### config.mk
export PLATFORM = sky130hd
export DESIGN_NAME = motor_drive_safety_gate_core
export DESIGN_NICKNAME = d
export VERILOG_FILES = /design/src/design/mdsg_pkg.sv /design/src/design/motor_drive_safety_gate_core.sv /design/src/design/mdsg_div.sv
export SDC_FILE = /design/constraint.sdc
export NUM_CORES = 2
export LEC_CHECK = 0
export BUFFER_PORTS_ARGS = -buffer_cell sky130_fd_sc_hd__buf_2
export CORE_MARGIN = 1
export CORE_UTILIZATION = 32
export DETAILED_ROUTE_END_ITERATION = 12
export PLACE_DENSITY = 0.47
export SYNTH_ARGS = -nofsm -noshare
export SYNTH_HDL_FRONTEND = slang
export SYNTH_SLANG_ARGS = --single-unit
### constraint.sdc
create_clock -name i_clk -period 7.2 [get_ports i_clk]
set_clock_uncertainty 0.1 [all_clocks]
set_input_delay 1.44 -clock i_clk [delete_from_list [all_inputs] [get_ports i_clk]]
set_output_delay 1.44 -clock i_clk [all_outputs]
set_load 0.01 [all_outputs]
### src/design/mdsg_pkg.sv
// shared types and constants for the motor drive safety gate
// no dependencies; imported by mdsg_div, motor_drive_safety_gate_core and tb
`default_nettype none

package mdsg_pkg;

    // configuration register indexes
    localparam logic [2:0] REG_POWER_CAP       = 3'd0;
    localparam logic [2:0] REG_NOMINAL_VOLTAGE = 3'd1;
    localparam logic [2:0] REG_UNDERVOLTAGE_MV = 3'd2;
    localparam logic [2:0] REG_ANGLE_LIMIT     = 3'd3;
    localparam logic [2:0] REG_SPEED_LIMIT     = 3'd4;
    localparam logic [2:0] REG_REARM_BAND      = 3'd5;
    localparam logic [2:0] REG_ARM_DELAY       = 3'd6;

    localparam int CFG_DATA_W = 23;

    // register reset values
    localparam logic [7:0]  RST_POWER_CAP       = 8'd150;
    localparam logic [15:0] RST_NOMINAL_VOLTAGE = 16'd16000;
    localparam logic [14:0] RST_UNDERVOLTAGE_MV = 15'd12000;
    localparam logic [22:0] RST_ANGLE_LIMIT     = 23'd450000;
    localparam logic [14:0] RST_SPEED_LIMIT     = 15'd4000;
    localparam logic [14:0] RST_REARM_BAND      = 15'd20;
    localparam logic [15:0] RST_ARM_DELAY       = 16'd500;

    // direction codes
    localparam logic [1:0] DIR_COAST   = 2'd0;
    localparam logic [1:0] DIR_REVERSE = 2'd1;
    localparam logic [1:0] DIR_FORWARD = 2'd2;

    // tone codes
    localparam logic [1:0] SND_NONE    = 2'd0;
    localparam logic [1:0] SND_DISABLE = 2'd1;
    localparam logic [1:0] SND_ENABLE  = 2'd2;

    // result of the shared scaling divider
    typedef struct packed {
        logic               done;
        logic signed [15:0] quot;
    } t_div_rsp;

endpackage

`default_nettype wire

### src/design/motor_drive_safety_gate_core.sv
// top level of the motor drive safety gate: registers, sequencer, trip logic and drive outputs
// uses mdsg_pkg and the shared scaling divider mdsg_div
//
//  channel  | valid        | ready        | payload
//  ---------+--------------+--------------+-------------------------------------------
//  input    | i_in_valid   | o_in_ready   | supply_mv, tilt_angle, speeds, commands
//  result   | o_out_valid  | i_out_ready  | directions, duties, sound_event, latched_off
//  config   | i_cfg_valid  | o_cfg_ready  | i_cfg_index, i_cfg_data
//
// each item scales cap, left and right in turn through the one divider, each with a
// multiply, a range check and, unless the check settles it, 16 restoring steps
// o_in_ready is high only while the sequencer is idle; a finished result waits in the
// output register and a new item may be taken meanwhile
// if the previous result is still untaken at the end of an item the sequencer holds
// reset is synchronous and active low; it restores register defaults and clears latches
`default_nettype none

module motor_drive_safety_gate_core import mdsg_pkg::*; (
    input  wire logic                  i_clk,
    input  wire logic                  i_rst_n,
    input  wire logic                  i_in_valid,
    output logic                       o_in_ready,
    input  wire logic [14:0]           i_supply_mv,
    input  wire logic signed [23:0]    i_tilt_angle,
    input  wire logic signed [15:0]    i_left_speed,
    input  wire logic signed [15:0]    i_right_speed,
    input  wire logic signed [15:0]    i_left_command,
    input  wire logic signed [15:0]    i_right_command,
    output logic                       o_out_valid,
    input  wire logic                  i_out_ready,
    output logic [1:0]                 o_left_direction,
    output logic [7:0]                 o_left_duty,
    output logic [1:0]                 o_right_direction,
    output logic [7:0]                 o_right_duty,
    output logic [1:0]                 o_sound_event,
    output logic                       o_latched_off,
    input  wire logic                  i_cfg_valid,
    output logic                       o_cfg_ready,
    input  wire logic [2:0]            i_cfg_index,
    input  wire logic [CFG_DATA_W-1:0] i_cfg_data
);

    typedef enum logic [1:0] {
        S_IDLE,
        S_START,
        S_WAIT,
        S_FIN
    } t_state;

    typedef enum logic [1:0] {
        SEL_CAP,
        SEL_LEFT,
        SEL_RIGHT
    } t_sel;

    // configuration
    logic [7:0]  r_power_cap;
    logic [15:0] r_nominal_voltage;
    logic [14:0] r_undervoltage_mv;
    logic [22:0] r_angle_limit;
    logic [14:0] r_speed_limit;
    logic [14:0] r_rearm_band;

    // block state
    logic        r_off_latch;
    logic        r_temp_disabled;
    logic [15:0] r_arm_countdown;

    // sequencer and captured item
    t_state             r_state;
    t_sel               r_sel;
    logic [14:0]        r_supply_mv;
    logic signed [23:0] r_tilt;
    logic signed [15:0] r_lspd;
    logic signed [15:0] r_rspd;
    logic signed [15:0] r_lcmd;
    logic signed [15:0] r_rcmd;
    logic signed [15:0] r_cap;
    logic signed [15:0] r_pl;
    logic signed [15:0] r_pr;

    // result register
    logic       r_out_valid;
    logic [1:0] r_left_dir;
    logic [7:0] r_left_duty;
    logic [1:0] r_right_dir;
    logic [7:0] r_right_duty;
    logic [1:0] r_sound;
    logic       r_latched;

    logic               w_start;
    logic signed [16:0] w_operand;
    t_div_rsp           w_rsp;

    logic        n_off_latch;
    logic [15:0] n_arm_countdown;
    logic        n_temp_disabled;
    logic [1:0]  n_sound;
    logic        w_trip;
    logic        w_in_band;
    logic signed [16:0] w_sum;
    logic signed [24:0] w_alim;
    logic signed [16:0] w_slim;
    logic signed [16:0] w_band;
    logic signed [15:0] w_pl;
    logic signed [15:0] w_pr;
    logic        w_out_free;

    function automatic logic [1:0] drive_dir(input logic signed [15:0] p, input logic off);
        logic [1:0] d;
        if (p == 16'sd0 || off) begin
            d = DIR_COAST;
        end else if (p < 16'sd0) begin
            d = DIR_REVERSE;
        end else begin
            d = DIR_FORWARD;
        end
        return d;
    endfunction

    function automatic logic [7:0] drive_duty(input logic signed [15:0] p,
                                              input logic signed [15:0] cap,
                                              input logic off);
        logic [16:0] mag;
        logic [16:0] lim;
        logic [7:0]  d;
        mag = p[15] ? 17'(-$signed({p[15], p})) : {1'b0, p};
        lim = {1'b0, cap};
        if (lim < mag) begin
            mag = lim;
        end
        if (cap[15]) begin
            mag = 17'd0;
        end
        d = (mag > 17'd255) ? 8'd255 : mag[7:0];
        if (p == 16'sd0 || off) begin
            d = 8'd0;
        end
        return d;
    endfunction

    assign o_in_ready  = (r_state == S_IDLE);
    assign o_cfg_ready = (r_state == S_IDLE);
    assign w_out_free  = !r_out_valid || i_out_ready;
    assign w_start     = (r_state == S_START);

    always_comb begin
        case (r_sel)
            SEL_CAP:   w_operand = $signed({9'd0, r_power_cap});
            SEL_LEFT:  w_operand = 17'(r_lcmd);
            SEL_RIGHT: w_operand = 17'(r_rcmd);
            default:   w_operand = 17'sd0;
        endcase
    end

    mdsg_div u_div (
        .i_clk     (i_clk),
        .i_rst_n   (i_rst_n),
        .i_start   (w_start),
        .i_operand (w_operand),
        .i_scale   (r_nominal_voltage),
        .i_divisor (r_supply_mv),
        .o_rsp     (w_rsp)
    );

    // end-of-item update
    always_comb begin
        n_off_latch     = r_off_latch || (r_supply_mv < r_undervoltage_mv);
        n_arm_countdown = (r_arm_countdown != 16'd0) ? r_arm_countdown - 16'd1 : 16'd0;
        w_alim  = $signed({2'b00, r_angle_limit});
        w_slim  = $signed({2'b00, r_speed_limit});
        w_band  = $signed({2'b00, r_rearm_band});
        w_sum   = 17'(r_pl) + 17'(r_pr);
        w_trip  = (25'(r_tilt) > w_alim) || (25'(r_tilt) < -w_alim)
               || (17'(r_lspd) > w_slim) || (17'(r_lspd) < -w_slim)
               || (17'(r_rspd) > w_slim) || (17'(r_rspd) < -w_slim);
        w_in_band = (w_sum < w_band) && (w_sum > -w_band);
        n_temp_disabled = r_temp_disabled;
        n_sound         = SND_NONE;
        if (w_trip) begin
            if (!r_temp_disabled) begin
                n_temp_disabled = 1'b1;
                n_sound         = SND_DISABLE;
            end
        end else if (r_temp_disabled && w_in_band && n_arm_countdown == 16'd0) begin
            n_temp_disabled = 1'b0;
            n_sound         = SND_ENABLE;
        end
        w_pl = n_temp_disabled ? 16'sd0 : r_pl;
        w_pr = n_temp_disabled ? 16'sd0 : r_pr;
    end

    always_ff @(posedge i_clk) begin
        if (!i_rst_n) begin
            r_state           <= S_IDLE;
            r_sel             <= SEL_CAP;
            r_out_valid       <= 1'b0;
            r_off_latch       <= 1'b0;
            r_temp_disabled   <= 1'b0;
            r_arm_countdown   <= RST_ARM_DELAY;
            r_power_cap       <= RST_POWER_CAP;
            r_nominal_voltage <= RST_NOMINAL_VOLTAGE;
            r_undervoltage_mv <= RST_UNDERVOLTAGE_MV;
            r_angle_limit     <= RST_ANGLE_LIMIT;
            r_speed_limit     <= RST_SPEED_LIMIT;
            r_rearm_band      <= RST_REARM_BAND;
        end else begin
            // the finishing state sets valid itself when it frees the register
            if (r_out_valid && i_out_ready && r_state != S_FIN) begin
                r_out_valid <= 1'b0;
            end

            if (i_cfg_valid && o_cfg_ready) begin
                case (i_cfg_index)
                    REG_POWER_CAP:       r_power_cap       <= i_cfg_data[7:0];
                    REG_NOMINAL_VOLTAGE: r_nominal_voltage <= i_cfg_data[15:0];
                    REG_UNDERVOLTAGE_MV: r_undervoltage_mv <= i_cfg_data[14:0];
                    REG_ANGLE_LIMIT:     r_angle_limit     <= i_cfg_data[22:0];
                    REG_SPEED_LIMIT:     r_speed_limit     <= i_cfg_data[14:0];
                    REG_REARM_BAND:      r_rearm_band      <= i_cfg_data[14:0];
                    REG_ARM_DELAY:       r_arm_countdown   <= i_cfg_data[15:0];
                    default: ;
                endcase
            end

            case (r_state)
                S_IDLE: begin
                    if (i_in_valid) begin
                        r_supply_mv <= i_supply_mv;
                        r_tilt      <= i_tilt_angle;
                        r_lspd      <= i_left_speed;
                        r_rspd      <= i_right_speed;
                        r_lcmd      <= i_left_command;
                        r_rcmd      <= i_right_command;
                        r_sel       <= SEL_CAP;
                        r_state     <= S_START;
                    end
                end
                S_START: begin
                    r_state <= S_WAIT;
                end
                S_WAIT: begin
                    if (w_rsp.done) begin
                        case (r_sel)
                            SEL_CAP: begin
                                r_cap   <= w_rsp.quot;
                                r_sel   <= SEL_LEFT;
                                r_state <= S_START;
                            end
                            SEL_LEFT: begin
                                r_pl    <= w_rsp.quot;
                                r_sel   <= SEL_RIGHT;
                                r_state <= S_START;
                            end
                            default: begin
                                r_pr    <= w_rsp.quot;
                                r_state <= S_FIN;
                            end
                        endcase
                    end
                end
                S_FIN: begin
                    // wait for the previous result to be taken
                    if (w_out_free) begin
                        r_off_latch     <= n_off_latch;
                        r_arm_countdown <= n_arm_countdown;
                        r_temp_disabled <= n_temp_disabled;
                        r_left_dir      <= drive_dir(w_pl, n_off_latch);
                        r_left_duty     <= drive_duty(w_pl, r_cap, n_off_latch);
                        r_right_dir     <= drive_dir(w_pr, n_off_latch);
                        r_right_duty    <= drive_duty(w_pr, r_cap, n_off_latch);
                        r_sound         <= n_sound;
                        r_latched       <= n_off_latch;
                        r_out_valid     <= 1'b1;
                        r_state         <= S_IDLE;
                    end
                end
                default: r_state <= S_IDLE;
            endcase
        end
    end

    assign o_out_valid       = r_out_valid;
    assign o_left_direction  = r_left_dir;
    assign o_left_duty       = r_left_duty;
    assign o_right_direction = r_right_dir;
    assign o_right_duty      = r_right_duty;
    assign o_sound_event     = r_sound;
    assign o_latched_off     = r_latched;

    // the undervoltage latch never clears outside reset
    a_latch_sticky: assert property (@(posedge i_clk) disable iff (!i_rst_n)
        r_off_latch |=> r_off_latch)
        else $error("off latch cleared");

    // a coasting left motor has zero duty
    a_coast_duty: assert property (@(posedge i_clk) disable iff (!i_rst_n)
        (o_out_valid && o_left_direction == DIR_COAST) |-> (o_left_duty == 8'd0))
        else $error("left duty nonzero while coasting");

    // a shown tone agrees with the disable flag it came from
    a_enable_tone: assert property (@(posedge i_clk) disable iff (!i_rst_n)
        (o_out_valid && o_sound_event == SND_ENABLE) |-> !r_temp_disabled)
        else $error("enable tone with drive still disabled");

    a_disable_tone: assert property (@(posedge i_clk) disable iff (!i_rst_n)
        (o_out_valid && o_sound_event == SND_DISABLE) |-> r_temp_disabled)
        else $error("disable tone with drive enabled");

endmodule

`default_nettype wire

### src/design/mdsg_div.sv
// shared scaling unit: operand * scale / divisor, truncated and saturated to 16 bit signed
// one multiply, then a restoring divider one quotient bit per cycle; uses mdsg_pkg
`default_nettype none

module mdsg_div import mdsg_pkg::*; (
    input  wire logic               i_clk,
    input  wire logic               i_rst_n,
    input  wire logic               i_start,
    input  wire logic signed [16:0] i_operand,
    input  wire logic [15:0]        i_scale,
    input  wire logic [14:0]        i_divisor,
    output t_div_rsp                o_rsp
);

    typedef enum logic [2:0] {
        S_IDLE,
        S_ABS,
        S_CHK,
        S_DIV,
        S_FIN
    } t_state;

    t_state             r_state;
    logic signed [33:0] r_prod;
    logic               r_neg;
    logic [31:0]        r_mag;
    logic [14:0]        r_rem;
    logic [15:0]        r_low;
    logic [3:0]         r_cnt;
    logic               r_done;
    logic signed [15:0] r_quot;

    logic [15:0] w_trial;
    logic        w_ge;
    logic [15:0] w_diff;
    logic [33:0] w_abs;

    assign w_abs   = r_prod[33] ? 34'(-r_prod) : 34'(r_prod);
    assign w_trial = {r_rem, r_low[15]};
    assign w_ge    = w_trial >= {1'b0, i_divisor};
    assign w_diff  = w_trial - {1'b0, i_divisor};

    always_ff @(posedge i_clk) begin
        if (!i_rst_n) begin
            r_state <= S_IDLE;
            r_done  <= 1'b0;
        end else begin
            r_done <= 1'b0;
            case (r_state)
                S_IDLE: begin
                    if (i_start) begin
                        r_prod  <= i_operand * $signed({1'b0, i_scale});
                        r_state <= S_ABS;
                    end
                end
                S_ABS: begin
                    r_neg   <= r_prod[33];
                    r_mag   <= w_abs[31:0];
                    r_state <= S_CHK;
                end
                S_CHK: begin
                    if (r_mag == 32'd0) begin
                        r_quot  <= 16'sd0;
                        r_done  <= 1'b1;
                        r_state <= S_IDLE;
                    end else if (r_mag >= {1'b0, i_divisor, 16'h0000}) begin
                        // quotient needs more than 16 bits, also covers a zero divisor
                        r_quot  <= r_neg ? 16'sh8000 : 16'sh7fff;
                        r_done  <= 1'b1;
                        r_state <= S_IDLE;
                    end else begin
                        r_rem   <= r_mag[30:16];
                        r_low   <= r_mag[15:0];
                        r_cnt   <= 4'd0;
                        r_state <= S_DIV;
                    end
                end
                S_DIV: begin
                    r_rem <= w_ge ? w_diff[14:0] : w_trial[14:0];
                    r_low <= {r_low[14:0], w_ge};
                    r_cnt <= r_cnt + 4'd1;
                    if (r_cnt == 4'd15) begin
                        r_state <= S_FIN;
                    end
                end
                S_FIN: begin
                    // r_low now holds the unsigned quotient
                    if (r_neg) begin
                        r_quot <= r_low[15] ? 16'sh8000 : $signed(16'(-r_low));
                    end else begin
                        r_quot <= r_low[15] ? 16'sh7fff : $signed(r_low);
                    end
                    r_done  <= 1'b1;
                    r_state <= S_IDLE;
                end
                default: r_state <= S_IDLE;
            endcase
        end
    end

    assign o_rsp.done = r_done;
    assign o_rsp.quot = r_quot;

endmodule

`default_nettype wire

==> flow_summary.toml <==
[worst_setup_path]
rrSetupSlack_ns = 0.1
critPathBufInv = 2
arrival_ns = 7.49
r2r_end = "o_left_duty[4]$_SDFFCE_PP0P_"
end_kind = "flop"
cp_slowest_cell = "or4_4"
crit_path_max_fanout = 8
critical_path.top_delay_family = "simple AND/OR/NAND/NOR gates"
rr_worst_depth = 37
worstSetupPathType = "flop to flop"
reg2reg_from = "r_speed_limit[4]$_SDFFE_PN0P_"
slowest_delay_ns = 0.53
required_ns = 7.58
worstSetupStartpointType = "flop"
crit_top_cell = "or3_4"

[synthesis]
ys_seq_elements = 410
syn_inst = 3465
syn_area_per_cell_um2 = 9.79
async_flop_share_pct = 0
syn-cell-area_um2 = 33900
ys.flop_type = "edfxtp_1"
synth_seq_area_share_pct = 32.8
synth_nets = 4191
ys_warn_count = 0
synth_edf_count = 291
synthDistinctLibCells = 79

[floorplanning]
start_util_pct = 32.3
die-area_um2 = 107000
io-pin-count = 160
core_um2 = 105000
die_h_um = 328
die_w_um = 328
rows = 119

[route]
ant_nets = 0
vias_per_cell = 4.85
routedWlPerCell_um = 18.2
drt_iter0_drc = 1314
dr_total_vias = 25500
routed_wl_um = 95700
first_pass_iters = 5
drc_errors = 0

[timing]
hold-worst-slack_ns = 0.357
fmax_mhz = 141
setup_viol = 0
fin_crit_sh_pct = 98.7
hold_viol = 0
worst_slack_ns = 0.0957
rsz0062_at_grt = "true"
slew-limit-headroom_pct = 19.0
period_needed_ns = 7.10
worst_slew_pin_slew_ns = 1.21
drv_slew = 0

[power]
leakage_uw = 0.0171
power.density_nw_per_um2 = 170
ir_worst_vdd_mv = 0.193

[global_routing]
grt_use_total_pct = 18.1
grt_pass1_wl_um = 152000
grt_overflow = 0
antenna_found_initial = 3
first_global_vias = 26500
grt_max_degree = 89

[placement]
dp.cells = 5129
dpl_cell_area_um2 = 37900
dp_slack_ns = -0.317
numPortBuffers = 159
dpl.hpwl_um = 76600
place.gp.congestion = 0.833

[cells_and_area]
area_delta_synth_final_pct = 19.5
final_cell_count_no_fill = 5247
drive_above_1_share_pct = 17.5
final_area_um2 = 40500
fin_nets = 4539
final_util_pct = 38.5

[outcome]
outcome = "finished clean"

[cts]
cts_tree = "done"
insertion_delay_ns = 0.63
cts-root-buf = "clkbuf_16"
cts.sinks = 410
cts_hold_buf = 0
numCtsBuffers = 50
clkTransAtPathRegs_ns = 0.07
clock_path_buffers = 3
htreeDepth = 2

[worst_hold_path]
hold_end = "r_off_latch$_SDFFE_PN0P_"
hp-start = "r_off_latch$_SDFFE_PN0P_"
hold_path.class = "flop to flop"
min_path_cells = 1

[run]
max-cap-violations = 0
==> power by group <==
part | total (µW) | internal (µW) | leakage [µW] | switching [µW]
clock network | 2750 | 1640 | 0.000875 | 1110
logic | 1410 | 660 | 0.0126 | 746
registers | 2730 | 2640 | 0.00366 | 85.3
total | 6890 | 4940 | 0.0171 | 1940
==> Yosys cell counts, types with 52 or more instances <==
master | instances | share of area (%)
nand2_1 | 450 | 5.0
a21oi_1 | 123 | 1.8
clkbuf_1 | 104 | 1.2
inv_1 | 447 | 4.9
a21o_1 | 52 | 1.2
edfxtp_1 | 291 | 26
o21ai_0 | 146 | 2.2
nor2_1 | 131 | 1.4
nand3_1 | 72 | 1.1
and2_1 | 127 | 2.3
nor3_1 | 61 | 0.90
fa_1 | 271 | 16
xnor2_1 | 148 | 3.8
dfxtp_1 | 119 | 7.0
ha_1 | 321 | 12
==> layout make-up <==
type / count / area, µm²
multi-input combinational: 2489 / 21400
timing repair buffer: 415 / 2820
sequential: 410 / 11100
inverter: 447 / 1680
fill: 10700 / 64600
antenna: 2 / 5.00
clock buffer: 64 / 1440
clock inverter: 29 / 360
tap: 1391 / 1740
==> repair_timing <==
action	in CTS	in global routing
cloned	1	0
pin swaps	4	86
gates resized for setup	27	117
buffers inserted	4	18
endpoints found under the setup margin	19	23
==> how the worst max path moves through the flow <==
stage / from / to / slack [ns] / cells past startpoint
detailed placement: r_speed_limit[2]$_SDFFE_PN0P_ / o_left_duty[4]$_SDFFCE_PP0P_ / -0.32 / 34
CTS: r_sel[0]$_SDFFE_PN0P_ / u_div.r_prod[33]$_DFFE_PP_ / 0.001 / 29
global placement: r_angle_limit[6]$_SDFFE_PN1P_ / o_left_duty[3]$_SDFFCE_PP0P_ / -0.25 / 31
finish: r_speed_limit[4]$_SDFFE_PN0P_ / o_left_duty[4]$_SDFFCE_PP0P_ / 0.1 / 37
floorplan: r_sel[1]$_SDFFE_PN0P_ / u_div.r_prod[33]$_DFFE_PP_ / -0.03 / 29
global route: r_speed_limit[4]$_SDFFE_PN0P_ / o_left_duty[1]$_SDFFCE_PP0P_ / -0.26 / 37
==> metal layers <==
metal  GRT usage (%)  wire (µm)  vias to the layer above
li1                -          -                    12500
met1            24.2      44000                    12400
met2            31.1      46100                      420
met3            2.31       3700                      105
met4            4.15       1850                        0
met5               0          0                        -
==> worst register-to-register path: cells and delay by family (launching register included) <==
| kind | cells | cell delay (ns) |
|---|---|---|
| adder cells (fa/ha/maj) | 3 | 0.63 |
| buffers and inverters | 2 | 0.19 |
| AND/OR/NAND/NOR | 19 | 3.94 |
| XOR/XNOR | 2 | 0.20 |
| AO/OA/AOI/OAI | 10 | 1.39 |
| flip-flops | 1 | 0.34 |
| multiplexers | 1 | 0.19 |
==> cells by family after synthesis <==
family          count (synthesis)  share of synthesized area (%)
xor+xnor                      173                           4.47
mux                            72                           2.22
compound gates                558                           10.7
flops                         410                           32.8
fa+ha+maj                     593                           27.9
simple gates                 1093                           15.7
buf+inv                       566                           6.30
==> layout by cell type (no fill, tap or decap), types with 39 or more instances in the layout <==
cell type,instances
mux2i_1,45
fa_1,265
nor2_1,128
clkbuf_16,54
a21o_1,52
buf_4,239
dfxtp_1,115
xnor2_1,147
a21oi_1,109
o21ai_0,129
nor3_1,52
nand2_1,438
nand2b_1,48
nand3_1,69
buf_2,159
a21boi_0,39
and2_1,126
edfxtp_1,291
ha_1,306
inv_1,436
==> sequential cells by signal (all words and copies together) (netlist names), 16 cells and up <==
| register | count |
|---|---|
| r_arm_countdown | 16 |
| r_lcmd | 16 |
| r_pr | 16 |
| r_nominal_voltage | 16 |
| r_tilt | 24 |
| u_div.r_low | 16 |
| u_div.r_quot | 16 |
| r_cap | 16 |
| u_div.r_prod | 33 |
| r_rcmd | 16 |
| r_pl | 16 |
| r_rspd | 16 |
| r_angle_limit | 23 |
| r_lspd | 16 |
| u_div.r_mag | 32 |
==> stage by stage <==
stage          power, µW  setup TNS, ns
6_report            6890              0
3_3_place_gp        4070          -2.12
4_1_cts             6860              0
5_1_grt             7240          -2.83
2_1_floorplan       3570        -0.0318
3_5_place_dp        4070          -2.99
(Power assumes the default switching activity.)
